--- config.mk ---
export PLATFORM = sky130hd
export DESIGN_NAME = sha256_compression
export DESIGN_NICKNAME = d
export VERILOG_FILES = /design/src/hw/rtl/sha_pkg.sv /design/src/hw/rtl/sha_front.sv /design/src/hw/rtl/sha_queue.sv /design/src/hw/rtl/sha_back.sv /design/src/hw/rtl/sha256_compression.sv
export SDC_FILE = /design/constraint.sdc
export NUM_CORES = 2
export LEC_CHECK = 0
export ABC_AREA = 1
export BUFFER_PORTS_ARGS = -buffer_cell sky130_fd_sc_hd__buf_4
export CAP_MARGIN = 20
export CORE_ASPECT_RATIO = 0.9
export CORE_MARGIN = 2
export CORE_UTILIZATION = 25
export DETAILED_ROUTE_END_ITERATION = 10
export PLACE_DENSITY = 0.37
export SYNTH_ARGS = -nofsm -noshare
export SYNTH_HDL_FRONTEND = slang
export SYNTH_SLANG_ARGS = --single-unit
export TNS_END_PERCENT = 1
--- constraint.sdc ---
create_clock -name clock -period 23.1 [get_ports clock]
set_clock_uncertainty 0.1 [all_clocks]
set_input_delay 3.465 -clock clock [delete_from_list [all_inputs] [get_ports clock]]
set_output_delay 3.465 -clock clock [all_outputs]
set_load 0.02 [all_outputs]
--- src/hw/rtl/sha_pkg.sv ---
// Shared types, constants and round functions of the SHA-256 compression engine.
// No dependencies; every other file imports this package.
package sha_pkg;

   localparam int HASH_WORDS  = 8;
   localparam int BLOCK_WORDS = 16;
   localparam int ROUND_COUNT = 64;

   // Depth of the word queue between front and back; must be a power of two.
   localparam int QUEUE_DEPTH = 4;
   localparam int QPTR_W      = $clog2(QUEUE_DEPTH);

   localparam logic [5:0] ROUND_LAST = 6'(ROUND_COUNT - 1);

   typedef struct packed {
      logic [31:0] message_word;
      logic        new_message;
      logic        final_block;
   } sha_req_type;

   typedef struct packed {
      logic [31:0] digest_word;
      logic [2:0]  word_index;
      logic        last_word;
   } sha_rsp_type;

   // One queued word, tagged by the front. The reload and emit flags are
   // meaningful on the word that closes a block.
   typedef struct packed {
      logic [31:0] message_word;
      logic        block_end;
      logic        reload;
      logic        emit;
   } sha_entry_type;

   typedef struct packed {
      logic valid;
      logic full;
   } sha_qstat_type;

   typedef enum logic [1:0] {
      ST_LOAD,
      ST_ROUND,
      ST_UPDATE,
      ST_EMIT
   } sha_state_type;

   function automatic logic [31:0] sha_iv(input logic [2:0] idx);
      logic [31:0] v;
      case (idx)
         3'd0:    v = 32'h6a09e667;
         3'd1:    v = 32'hbb67ae85;
         3'd2:    v = 32'h3c6ef372;
         3'd3:    v = 32'ha54ff53a;
         3'd4:    v = 32'h510e527f;
         3'd5:    v = 32'h9b05688c;
         3'd6:    v = 32'h1f83d9ab;
         default: v = 32'h5be0cd19;
      endcase
      return v;
   endfunction

   function automatic logic [31:0] sha_k(input logic [5:0] idx);
      logic [31:0] v;
      case (idx)
         6'd0:  v = 32'h428a2f98;  6'd1:  v = 32'h71374491;
         6'd2:  v = 32'hb5c0fbcf;  6'd3:  v = 32'he9b5dba5;
         6'd4:  v = 32'h3956c25b;  6'd5:  v = 32'h59f111f1;
         6'd6:  v = 32'h923f82a4;  6'd7:  v = 32'hab1c5ed5;
         6'd8:  v = 32'hd807aa98;  6'd9:  v = 32'h12835b01;
         6'd10: v = 32'h243185be;  6'd11: v = 32'h550c7dc3;
         6'd12: v = 32'h72be5d74;  6'd13: v = 32'h80deb1fe;
         6'd14: v = 32'h9bdc06a7;  6'd15: v = 32'hc19bf174;
         6'd16: v = 32'he49b69c1;  6'd17: v = 32'hefbe4786;
         6'd18: v = 32'h0fc19dc6;  6'd19: v = 32'h240ca1cc;
         6'd20: v = 32'h2de92c6f;  6'd21: v = 32'h4a7484aa;
         6'd22: v = 32'h5cb0a9dc;  6'd23: v = 32'h76f988da;
         6'd24: v = 32'h983e5152;  6'd25: v = 32'ha831c66d;
         6'd26: v = 32'hb00327c8;  6'd27: v = 32'hbf597fc7;
         6'd28: v = 32'hc6e00bf3;  6'd29: v = 32'hd5a79147;
         6'd30: v = 32'h06ca6351;  6'd31: v = 32'h14292967;
         6'd32: v = 32'h27b70a85;  6'd33: v = 32'h2e1b2138;
         6'd34: v = 32'h4d2c6dfc;  6'd35: v = 32'h53380d13;
         6'd36: v = 32'h650a7354;  6'd37: v = 32'h766a0abb;
         6'd38: v = 32'h81c2c92e;  6'd39: v = 32'h92722c85;
         6'd40: v = 32'ha2bfe8a1;  6'd41: v = 32'ha81a664b;
         6'd42: v = 32'hc24b8b70;  6'd43: v = 32'hc76c51a3;
         6'd44: v = 32'hd192e819;  6'd45: v = 32'hd6990624;
         6'd46: v = 32'hf40e3585;  6'd47: v = 32'h106aa070;
         6'd48: v = 32'h19a4c116;  6'd49: v = 32'h1e376c08;
         6'd50: v = 32'h2748774c;  6'd51: v = 32'h34b0bcb5;
         6'd52: v = 32'h391c0cb3;  6'd53: v = 32'h4ed8aa4a;
         6'd54: v = 32'h5b9cca4f;  6'd55: v = 32'h682e6ff3;
         6'd56: v = 32'h748f82ee;  6'd57: v = 32'h78a5636f;
         6'd58: v = 32'h84c87814;  6'd59: v = 32'h8cc70208;
         6'd60: v = 32'h90befffa;  6'd61: v = 32'ha4506ceb;
         6'd62: v = 32'hbef9a3f7;
         default: v = 32'hc67178f2;
      endcase
      return v;
   endfunction

   function automatic logic [31:0] big_sigma0(input logic [31:0] x);
      return {x[1:0], x[31:2]} ^ {x[12:0], x[31:13]} ^ {x[21:0], x[31:22]};
   endfunction

   function automatic logic [31:0] big_sigma1(input logic [31:0] x);
      return {x[5:0], x[31:6]} ^ {x[10:0], x[31:11]} ^ {x[24:0], x[31:25]};
   endfunction

   function automatic logic [31:0] small_sigma0(input logic [31:0] x);
      return {x[6:0], x[31:7]} ^ {x[17:0], x[31:18]} ^ {3'b000, x[31:3]};
   endfunction

   function automatic logic [31:0] small_sigma1(input logic [31:0] x);
      return {x[16:0], x[31:17]} ^ {x[18:0], x[31:19]} ^ {10'b0, x[31:10]};
   endfunction

   function automatic logic [31:0] choose(input logic [31:0] s, input logic [31:0] p,
                                          input logic [31:0] q);
      return (s & p) ^ (~s & q);
   endfunction

   function automatic logic [31:0] majority(input logic [31:0] p, input logic [31:0] q,
                                            input logic [31:0] r);
      return (p & q) ^ (p & r) ^ (q & r);
   endfunction

endpackage

--- src/hw/rtl/sha_front.sv ---
// Front end: accepts message words, counts their place in the block and tags them.
// Depends on sha_pkg; feeds sha_queue.
module sha_front import sha_pkg::*; (
   input  logic          clock,
   input  logic          reset,
   input  logic          req_valid,
   output logic          req_stall,
   input  sha_req_type   req_data,
   input  sha_qstat_type q_status,
   output logic          q_push,
   output sha_entry_type q_entry
);

   logic [3:0] pos_ff, pos_in;
   logic       start_seen_ff, start_seen_in;
   logic       final_seen_ff, final_seen_in;
   logic       block_end;

   assign req_stall = q_status.full;
   assign q_push    = req_valid && !q_status.full;
   assign block_end = (pos_ff == '1);

   // A start or final flag anywhere in a block applies to the whole block.
   assign q_entry.message_word = req_data.message_word;
   assign q_entry.block_end    = block_end;
   assign q_entry.reload       = start_seen_ff | req_data.new_message;
   assign q_entry.emit         = final_seen_ff | req_data.final_block;

   always_comb begin
      pos_in        = pos_ff;
      start_seen_in = start_seen_ff;
      final_seen_in = final_seen_ff;
      if (q_push) begin
         pos_in = pos_ff + 4'd1;
         if (block_end) begin
            start_seen_in = 1'b0;
            final_seen_in = 1'b0;
         end else begin
            start_seen_in = q_entry.reload;
            final_seen_in = q_entry.emit;
         end
      end
   end

   always_ff @(posedge clock) begin
      if (reset) begin
         pos_ff        <= '0;
         start_seen_ff <= 1'b0;
         final_seen_ff <= 1'b0;
      end else begin
         pos_ff        <= pos_in;
         start_seen_ff <= start_seen_in;
         final_seen_ff <= final_seen_in;
      end
   end

endmodule

--- src/hw/rtl/sha_queue.sv ---
// Short word queue that decouples the front end from the compression back end.
// Depends on sha_pkg.
module sha_queue import sha_pkg::*; (
   input  logic          clock,
   input  logic          reset,
   input  logic          push,
   input  sha_entry_type push_entry,
   input  logic          pop,
   output sha_entry_type pop_entry,
   output sha_qstat_type status
);

   sha_entry_type     entry_ff [QUEUE_DEPTH];
   logic [QPTR_W-1:0] wr_ptr_ff, wr_ptr_in;
   logic [QPTR_W-1:0] rd_ptr_ff, rd_ptr_in;
   logic [QPTR_W:0]   count_ff, count_in;

   assign pop_entry    = entry_ff[rd_ptr_ff];
   assign status.valid = (count_ff != '0);
   assign status.full  = (count_ff == (QPTR_W + 1)'(QUEUE_DEPTH));

   always_comb begin
      wr_ptr_in = wr_ptr_ff;
      rd_ptr_in = rd_ptr_ff;
      count_in  = count_ff;
      if (push) begin
         wr_ptr_in = wr_ptr_ff + 1'b1;
      end
      if (pop) begin
         rd_ptr_in = rd_ptr_ff + 1'b1;
      end
      if (push && !pop) begin
         count_in = count_ff + 1'b1;
      end else if (pop && !push) begin
         count_in = count_ff - 1'b1;
      end
   end

   always_ff @(posedge clock) begin
      if (reset) begin
         wr_ptr_ff <= '0;
         rd_ptr_ff <= '0;
         count_ff  <= '0;
      end else begin
         wr_ptr_ff <= wr_ptr_in;
         rd_ptr_ff <= rd_ptr_in;
         count_ff  <= count_in;
      end
   end

   always_ff @(posedge clock) begin
      if (push) begin
         entry_ff[wr_ptr_ff] <= push_entry;
      end
   end

endmodule

--- src/hw/rtl/sha_back.sv ---
// Back end: loads a block from the queue, runs the 64 rounds one per cycle,
// updates the chaining value and sends out the digest. Depends on sha_pkg.
module sha_back import sha_pkg::*; (
   input  logic          clock,
   input  logic          reset,
   input  sha_qstat_type q_status,
   input  sha_entry_type q_entry,
   output logic          q_pop,
   output logic          rsp_valid,
   input  logic          rsp_stall,
   output sha_rsp_type   rsp_data
);

   sha_state_type state_ff, state_in;
   logic [5:0]    round_ff, round_in;
   logic [2:0]    idx_ff, idx_in;
   logic          emit_ff, emit_in;
   logic          rsp_valid_ff, rsp_valid_in;
   sha_rsp_type   rsp_data_ff, rsp_data_in;
   logic [31:0]   chain_ff [HASH_WORDS];
   logic [31:0]   chain_in [HASH_WORDS];
   logic [31:0]   var_ff [HASH_WORDS];
   logic [31:0]   var_in [HASH_WORDS];
   logic [31:0]   win_ff [BLOCK_WORDS];
   logic [31:0]   win_in [BLOCK_WORDS];

   logic          out_load;
   logic          block_start;
   logic [31:0]   t1;
   logic [31:0]   t2;
   logic [31:0]   next_sched;

   // Outputs of the state machine.
   always_comb begin
      q_pop    = 1'b0;
      out_load = 1'b0;
      case (state_ff)
         ST_LOAD: q_pop    = q_status.valid;
         ST_EMIT: out_load = !rsp_valid_ff || !rsp_stall;
         default: ;
      endcase
   end

   assign block_start = q_pop && q_entry.block_end;

   always_comb begin
      state_in = state_ff;
      case (state_ff)
         ST_LOAD: begin
            if (block_start) state_in = ST_ROUND;
         end
         ST_ROUND: begin
            if (round_ff == ROUND_LAST) state_in = ST_UPDATE;
         end
         ST_UPDATE: begin
            state_in = emit_ff ? ST_EMIT : ST_LOAD;
         end
         ST_EMIT: begin
            if (out_load && idx_ff == '1) state_in = ST_LOAD;
         end
         default: state_in = ST_LOAD;
      endcase
   end

   // The window holds W[t] .. W[t+15] with W[t] at entry 0.
   assign t1 = var_ff[7] + big_sigma1(var_ff[4]) + choose(var_ff[4], var_ff[5], var_ff[6])
             + sha_k(round_ff) + win_ff[0];
   assign t2 = big_sigma0(var_ff[0]) + majority(var_ff[0], var_ff[1], var_ff[2]);
   assign next_sched = small_sigma1(win_ff[14]) + win_ff[9] + small_sigma0(win_ff[1])
                     + win_ff[0];

   always_comb begin
      win_in   = win_ff;
      var_in   = var_ff;
      chain_in = chain_ff;
      round_in = '0;
      idx_in   = idx_ff;
      emit_in  = emit_ff;

      if (q_pop || state_ff == ST_ROUND) begin
         for (int i = 0; i < BLOCK_WORDS - 1; i++) begin
            win_in[i] = win_ff[i + 1];
         end
         win_in[BLOCK_WORDS - 1] = q_pop ? q_entry.message_word : next_sched;
      end

      // A start flag in the block replaces the chaining value before compression.
      if (block_start) begin
         emit_in = q_entry.emit;
         for (int i = 0; i < HASH_WORDS; i++) begin
            var_in[i] = q_entry.reload ? sha_iv(3'(i)) : chain_ff[i];
            if (q_entry.reload) chain_in[i] = sha_iv(3'(i));
         end
      end

      if (state_ff == ST_ROUND) begin
         round_in  = round_ff + 6'd1;
         var_in[7] = var_ff[6];
         var_in[6] = var_ff[5];
         var_in[5] = var_ff[4];
         var_in[4] = var_ff[3] + t1;
         var_in[3] = var_ff[2];
         var_in[2] = var_ff[1];
         var_in[1] = var_ff[0];
         var_in[0] = t1 + t2;
      end

      if (state_ff == ST_UPDATE) begin
         idx_in  = '0;
         emit_in = 1'b0;
         for (int i = 0; i < HASH_WORDS; i++) begin
            chain_in[i] = chain_ff[i] + var_ff[i];
         end
      end

      if (out_load) begin
         idx_in = idx_ff + 3'd1;
      end
   end

   always_comb begin
      rsp_valid_in = rsp_valid_ff && rsp_stall;
      rsp_data_in  = rsp_data_ff;
      if (out_load) begin
         rsp_valid_in            = 1'b1;
         rsp_data_in.digest_word = chain_ff[idx_ff];
         rsp_data_in.word_index  = idx_ff;
         rsp_data_in.last_word   = (idx_ff == '1);
      end
   end

   always_ff @(posedge clock) begin
      if (reset) begin
         state_ff     <= ST_LOAD;
         round_ff     <= '0;
         idx_ff       <= '0;
         emit_ff      <= 1'b0;
         rsp_valid_ff <= 1'b0;
         for (int i = 0; i < HASH_WORDS; i++) begin
            chain_ff[i] <= sha_iv(3'(i));
         end
      end else begin
         state_ff     <= state_in;
         round_ff     <= round_in;
         idx_ff       <= idx_in;
         emit_ff      <= emit_in;
         rsp_valid_ff <= rsp_valid_in;
         chain_ff     <= chain_in;
      end
   end

   always_ff @(posedge clock) begin
      var_ff      <= var_in;
      win_ff      <= win_in;
      rsp_data_ff <= rsp_data_in;
   end

   assign rsp_valid = rsp_valid_ff;
   assign rsp_data  = rsp_data_ff;

endmodule

--- src/hw/rtl/sha256_compression.sv ---
// Top level of the SHA-256 compression engine: front end, word queue, back end.
// Depends on sha_pkg, sha_front, sha_queue and sha_back.
//
//   channel  ports                          carries
//   req      req_valid, req_stall, req_data  one padded message word and flags
//   rsp      rsp_valid, rsp_stall, rsp_data  one digest word with its index
//
// The back end pulls one word a cycle from a four-word queue while the queue holds
// a word, then runs the 64 rounds one per cycle and adds into the chaining value
// in the update state; it compresses one 512-bit block at a time.
// A final block then sends the eight digest words, held while rsp_stall is high.
// Reset loads the initial hash; there is no clearing pass.
// The front accepts words into the queue while the back compresses, and stalls
// only when the queue is full; the digest waits in an output register.
module sha256_compression import sha_pkg::*; (
   input  logic        clock,
   input  logic        reset,
   input  logic        req_valid,
   output logic        req_stall,
   input  sha_req_type req_data,
   output logic        rsp_valid,
   input  logic        rsp_stall,
   output sha_rsp_type rsp_data
);

   sha_qstat_type q_status;
   sha_entry_type q_push_entry;
   sha_entry_type q_pop_entry;
   logic          q_push;
   logic          q_pop;

   sha_front u_front (
      .clock     (clock),
      .reset     (reset),
      .req_valid (req_valid),
      .req_stall (req_stall),
      .req_data  (req_data),
      .q_status  (q_status),
      .q_push    (q_push),
      .q_entry   (q_push_entry)
   );

   sha_queue u_queue (
      .clock      (clock),
      .reset      (reset),
      .push       (q_push),
      .push_entry (q_push_entry),
      .pop        (q_pop),
      .pop_entry  (q_pop_entry),
      .status     (q_status)
   );

   sha_back u_back (
      .clock     (clock),
      .reset     (reset),
      .q_status  (q_status),
      .q_entry   (q_pop_entry),
      .q_pop     (q_pop),
      .rsp_valid (rsp_valid),
      .rsp_stall (rsp_stall),
      .rsp_data  (rsp_data)
   );

   a_queue_no_overflow: assert property (@(posedge clock) disable iff (reset)
      q_status.full |-> !q_push)
      else $error("word pushed into a full queue");

   a_queue_no_underflow: assert property (@(posedge clock) disable iff (reset)
      !q_status.valid |-> !q_pop)
      else $error("word popped from an empty queue");

   a_last_word_index: assert property (@(posedge clock) disable iff (reset)
      rsp_valid |-> (rsp_data.last_word == (rsp_data.word_index == '1)))
      else $error("last_word flag does not match the digest word index");

endmodule
Yosys cells after proc, flatten, opt, wreduce, memory -nomap -nowiden. Memories as Yosys holds them, arrays and structs flattened. A register that Yosys moved wholly into a read port is not among the register bits. Cells that the tools add are included.

Flip-flop bits (word level): 1086. Bits in latches: 0. RAM bits: 140. Memory bits (read-only): 2048. Bits of input ports: 38. Output and inout port bits: 38. Logic and storage cells: 161. Memories: 2.

Memories: (no name shown) (depth 64, width 32, read ports 1, clocked after Yosys merged registers in 1, wr ports 0, line sha_pkg.sv:65) `case (idx)`; u_queue.entry_ff (depth 4, width 35, read ports 1, clocked after Yosys merged registers in 1, wr ports 1, line sha_queue.sv:13) `sha_entry_type entry_ff [QUEUE_DEPTH];`.

Add/sub/neg operators: 25. $mul: 0. Divide/modulo/power cells: 0. Order comparisons: 1. Equality and inequality tests: 10. Shifts and indexed selects: 0. Mux-type cells: 34. Bitwise gates (word level): 21. Reductions and logical operators: 22.

Operators with widths (number): $mux 256 (3); $add 32x32->32 (18); $mux 32 (11); $xor 32x32->32 (9); $and 32x32->32 (5); $bmux 32 s3 (1); $not 32->32 (1); $xor 32x22->32 (1); $xor 32x29->32 (1); $mux 2 (6); $mux 3 (4); $pmux 2 s4 (1); $reduce_bool 2->1 (4); $mux 1 (7); $add 3x1->3 const B (2); $add 6x1->6 const B (1); $eq 3x3->1 const B (2); $eq 6x6->1 const B (1); $logic_and 1x1->1 (6); $mux 6 (1); $ne 2x1->1 const B (3); $logic_not 1->1 (5); $add 2x1->2 const B (2); $add 4x1->4 const B (1); 13 further kinds (17).

Longest topological paths before layout.
Depth after elaboration: 8. Depth in mapped cells: 36. Mapped depth without buffers: 36.

Cells and area by module. Synthesis repeated with hierarchy kept, for this count alone.

Cell total of the unflattened synthesis: 10337. Area total of the unflattened synthesis: 83286.1 µm².

Modules (own cells, without submodules): sha_back (times used 1, cells each 9866, area each 77122.7 µm², sequential area each 30168.9 µm²); sha_queue (times used 1, cells each 397, area each 5625.4 µm², sequential area each 4384.2 µm²); sha_front (times used 1, cells each 74, area each 538.0 µm², sequential area each 120.1 µm²).

Least setup slack after synthesis. Ideal clock, no wire load.

Path kind: register to register. Start: reg u_back.state_ff[1]. End: reg u_back.win_ff[0] (netlist bit), enable pin. Library setup time: 3.632 ns. Arrival: 9.735 ns. Data required time: 19.368 ns. Slack: 9.633 ns. Cell stages (with the launch flop): 7. Path buffers: 3. Period minus slack after synthesis: 13.467 ns. Path through: dfxtp_1 -> inv_2 -> nand2_1 -> clkbuf_1 -> buf_1 -> clkbuf_1 -> nand2_1.

Word-level cells in the longest chain between the ends: 3. Elaborated cells on any way between the ends: 4. Those cells by class: eq/ne: 1; mux: 1; reduce/logical: 2.

RTL lines: start: declaration (line sha_back.sv:14) `sha_state_type state_ff, state_in;`; start signal: assignment (line sha_back.sv:143) `state_ff <= state_in;`; $logic_not 2->1 (line sha_back.sv:37) `case (state_ff)`; $mux 1 (line sha_back.sv:37); $logic_or 1x1->1 * (line sha_back.sv:80) `if (q_pop || state_ff == ST_ROUND) begin`; end signal: assignment (line sha_back.sv:154) `win_ff <= win_in;`; end: declaration (line sha_back.sv:24) `logic [31:0] win_ff [BLOCK_WORDS];`.

Every way passes the cells marked *; elsewhere a longest branch is shown, timed or not. A chain may end at the register's enable or synchronous reset.

==> flow_metrics.py <==
metrics = {
    "timing": {
        "finalSetupViolations": 0,
        "fin_crit_sh": 0.3468,
        "finalMaxSlewViolations": 0,
        "worst_hold_slack_ps": 305.5,
        "rsz0062_at_grt": "no",
        "layout_min_cycle_time_ps": 8011,
        "setup_slack_ps": 15090,
        "hold_viol": 0,
        "final.setup.tns_ps": 0,
        "maxSlewHeadroom": 0.09302,
        "fmax_mhz": 124.8,
        "worstMarginPinSlew_ps": 1360,
    },
    "grt": {
        "grt_pass1_wl_mm": 590.5,
        "grt_util_all_layers": 0.2521,
        "overflow": 0,
        "antenna_found_initial": 66,
        "grt_pass1_vias": 70710,
        "grt_max_degree": 172,
    },
    "drt": {
        "ant_nets": 0,
        "drc": 0,
        "drt_iter0_drc": 8881,
        "via_per_inst": 5.166,
        "avgRoutedWirePerCell_um": 29.95,
        "first_pass_iters": 8,
        "wirelength_mm": 432.5,
        "vias": 74580,
    },
    "synthesis": {
        "synth_edf_count": 944,
        "synthMuxAreaShare": 0.001709,
        "ys_seq_area_frac": 0.4228,
        "synth_xor_area_frac": 0.04580,
        "syn_avg_cell_area_um2": 8.179,
        "synth_compound_area_frac": 0.1562,
        "syn_area_um2": 82020,
        "synth_cell_types": 61,
        "synth_fp_nets": 10660,
        "synthFlopType": "edfxtp_1",
        "yosysWarnings": 0,
        "synth-simple-area-share": 0.1867,
        "ys_seq_elements": 1260,
        "synthArstFlopShare": 0,
        "synthCells": 10030,
        "synth_fa_ha_area_frac": 0.1106,
        "synth_top_family_by_area": "simple AND/OR/NAND/NOR gates",
    },
    "clock_network": {
        "holdBufCountCts": 0,
        "cts_buffers": 162,
        "ctsLongestPathBuffers": 4,
        "cts_tree": "done",
        "ctsResizeCount": 0,
        "clock-root-buffer": "clkbuf_16",
        "cts.sinks": 1260,
        "path_clk_slew_ps": 60,
        "h-tree-depth": 4,
        "post_cts_buffers": 0,
        "clk_latency_ps": 890,
    },
    "worst_setup_path": {
        "cp-start-kind": "flop",
        "worstSetupEndpointType": "flop",
        "r2r-end": "u_back.var_ff[246]",
        "slowest_delay_ps": 700,
        "crit_path_frequent_cell": "nand2_1",
        "timing.rr.start": "u_back.var_ff[122]",
        "worstSetupPathType": "reg2reg",
        "worst_ep_arrival_time_ps": 8500,
        "critPathSlowestCell": "o21ai_0",
        "r2r_slack_ps": 15090,
        "required_ps": 23590,
        "rr_worst_depth": 28,
        "cp_max_fo": 7,
    },
    "placed_design": {
        "pre_cts_slack_ps": 15180,
        "gp_congestion": 0.9773,
        "io_buffers": 75,
        "dpl.hpwl_mm": 337.0,
    },
    "worst_hold_path": {
        "hold_depth": 0,
        "hp-class": "reg2reg",
        "hold_path_end": "u_back.win_ff[425]",
        "hold_path.startpoint": "u_back.win_ff[393]",
    },
    "cells_and_area": {
        "fin_nets": 10610,
        "utilization": 0.2842,
        "drive_above_1_share": 0.05096,
        "area_growth_pct": 13.11,
    },
    "floorplanning": {
        "die_h_um": 547.4,
        "core_region_area_um2": 326400,
        "ios": 76,
        "rows": 199,
        "die_area_um2": 332700,
        "initial_utilization": 0.2513,
        "chipWidth_um": 607.8,
    },
    "outcome": {
        "status": "complete, no violations",
    },
    "flow_run": {
        "maxCapViolCount": 0,
    },
}
[per-layer routing]
metal	up-vias	wire length (um)	global-route usage
met5	-	114	0
met4	16	13500	0.07311
met3	440	33800	0.04302
met2	3132	169800	0.3471
met1	37340	215300	0.3936
li1	33650	-	-
[worst max path at each step]
stage	startpoint	endpoint	slack, ps
2_1_floorplan	u_back.state_ff[1]	u_back.win_ff[0]	9630
3_3_place_gp	u_back.var_ff[122]	u_back.var_ff[246]	15110
3_5_place_dp	u_back.var_ff[122]	u_back.var_ff[246]	15180
4_1_cts	u_back.var_ff[122]	u_back.var_ff[246]	15180
5_1_grt	u_back.var_ff[122]	u_back.var_ff[246]	14700
6_report	u_back.var_ff[122]	u_back.var_ff[246]	15090
[cell usage after synthesis (74+ instances only)]
cell type  count  area share
o21ai_0     1074       0.066
edfxtp_1     944        0.35
a21oi_1      711       0.043
ha_1         397       0.061
nand4_1       74      0.0056
inv_1       1225       0.056
xnor2_1      177       0.019
xor2_1       250       0.027
nand3_1      525       0.032
fa_1         196       0.048
nor3_1        79      0.0048
a31oi_1      132       0.010
dfxtp_1      316       0.077
nand2_1     2138       0.098
clkbuf_1     308       0.014
nor2_1       821       0.038
[cells in the final DEF (no fill, tap or decap), types with 250 or more instances in the layout]
cell,Yosys,routed
ha_1,397,397
nor2_1,821,816
inv_1,1225,1220
edfxtp_1,944,944
o21ai_0,1074,1056
nand3_1,525,524
dfxtp_1,316,313
nand2_1,2138,2134
xor2_1,250,250
a21oi_1,711,710
[flip-flops by register name, summed over array words and instances (netlist names), named ones only]
name	count
u_back.state_ff	2
u_queue.count_ff	3
u_front.start_seen_ff	1
u_queue.rd_ptr_ff	2
u_back.rsp_data	36
u_back.emit_ff	1
u_queue.entry_ff	140
u_front.final_seen_ff	1
u_front.pos_ff	4
u_back.win_ff	512
u_queue.wr_ptr_ff	2
u_back.rsp_valid	1
u_back.idx_ff	3
u_back.var_ff	256
u_back.round_ff	6
u_back.chain_ff	256
[stage by stage]
step                instances  cell area (um^2)
floorplan               10030             82020
CTS                     14420             92700
global route            14430             92740
finish                  14440             92770
detailed placement      14130             87480
global placement        14130             87410
[area by class of cell]
class                           count  area (um^2)
Fill cell                       35020       233700
Multi-Input combinational cell   7127        41210
Sequential cell                  1260        34680
Tap cell                         4321         5406
Inverter                         1240         4690
Clock buffer                      210         4448
Timing Repair Buffer              188         1529
Clock inverter                     80        765.7
Antenna cell                       12        30.03
[critical path: cells and delay by family, from the launching register on]
family | cells | cell delay [ps]
adder cells (fa/ha/maj) | 7 | 3060
flip-flops | 1 | 610
AO/OA/AOI/OAI | 4 | 1290
buffers and inverters | 3 | 210
XOR/XNOR | 3 | 1140
AND/OR/NAND/NOR | 11 | 1320
[cell families after synthesis]
family / after synthesis
AO/OA/AOI/OAI: 2330
buffers and inverters: 1641
XOR/XNOR: 428
multiplexers: 14
AND/OR/NAND/NOR: 3744
flip-flops: 1260
adder cells (fa/ha/maj): 611
Power is left out: the tool's default activity adds up to more than one toggle a clock period on the data nets, which glitch-free logic cannot reach.
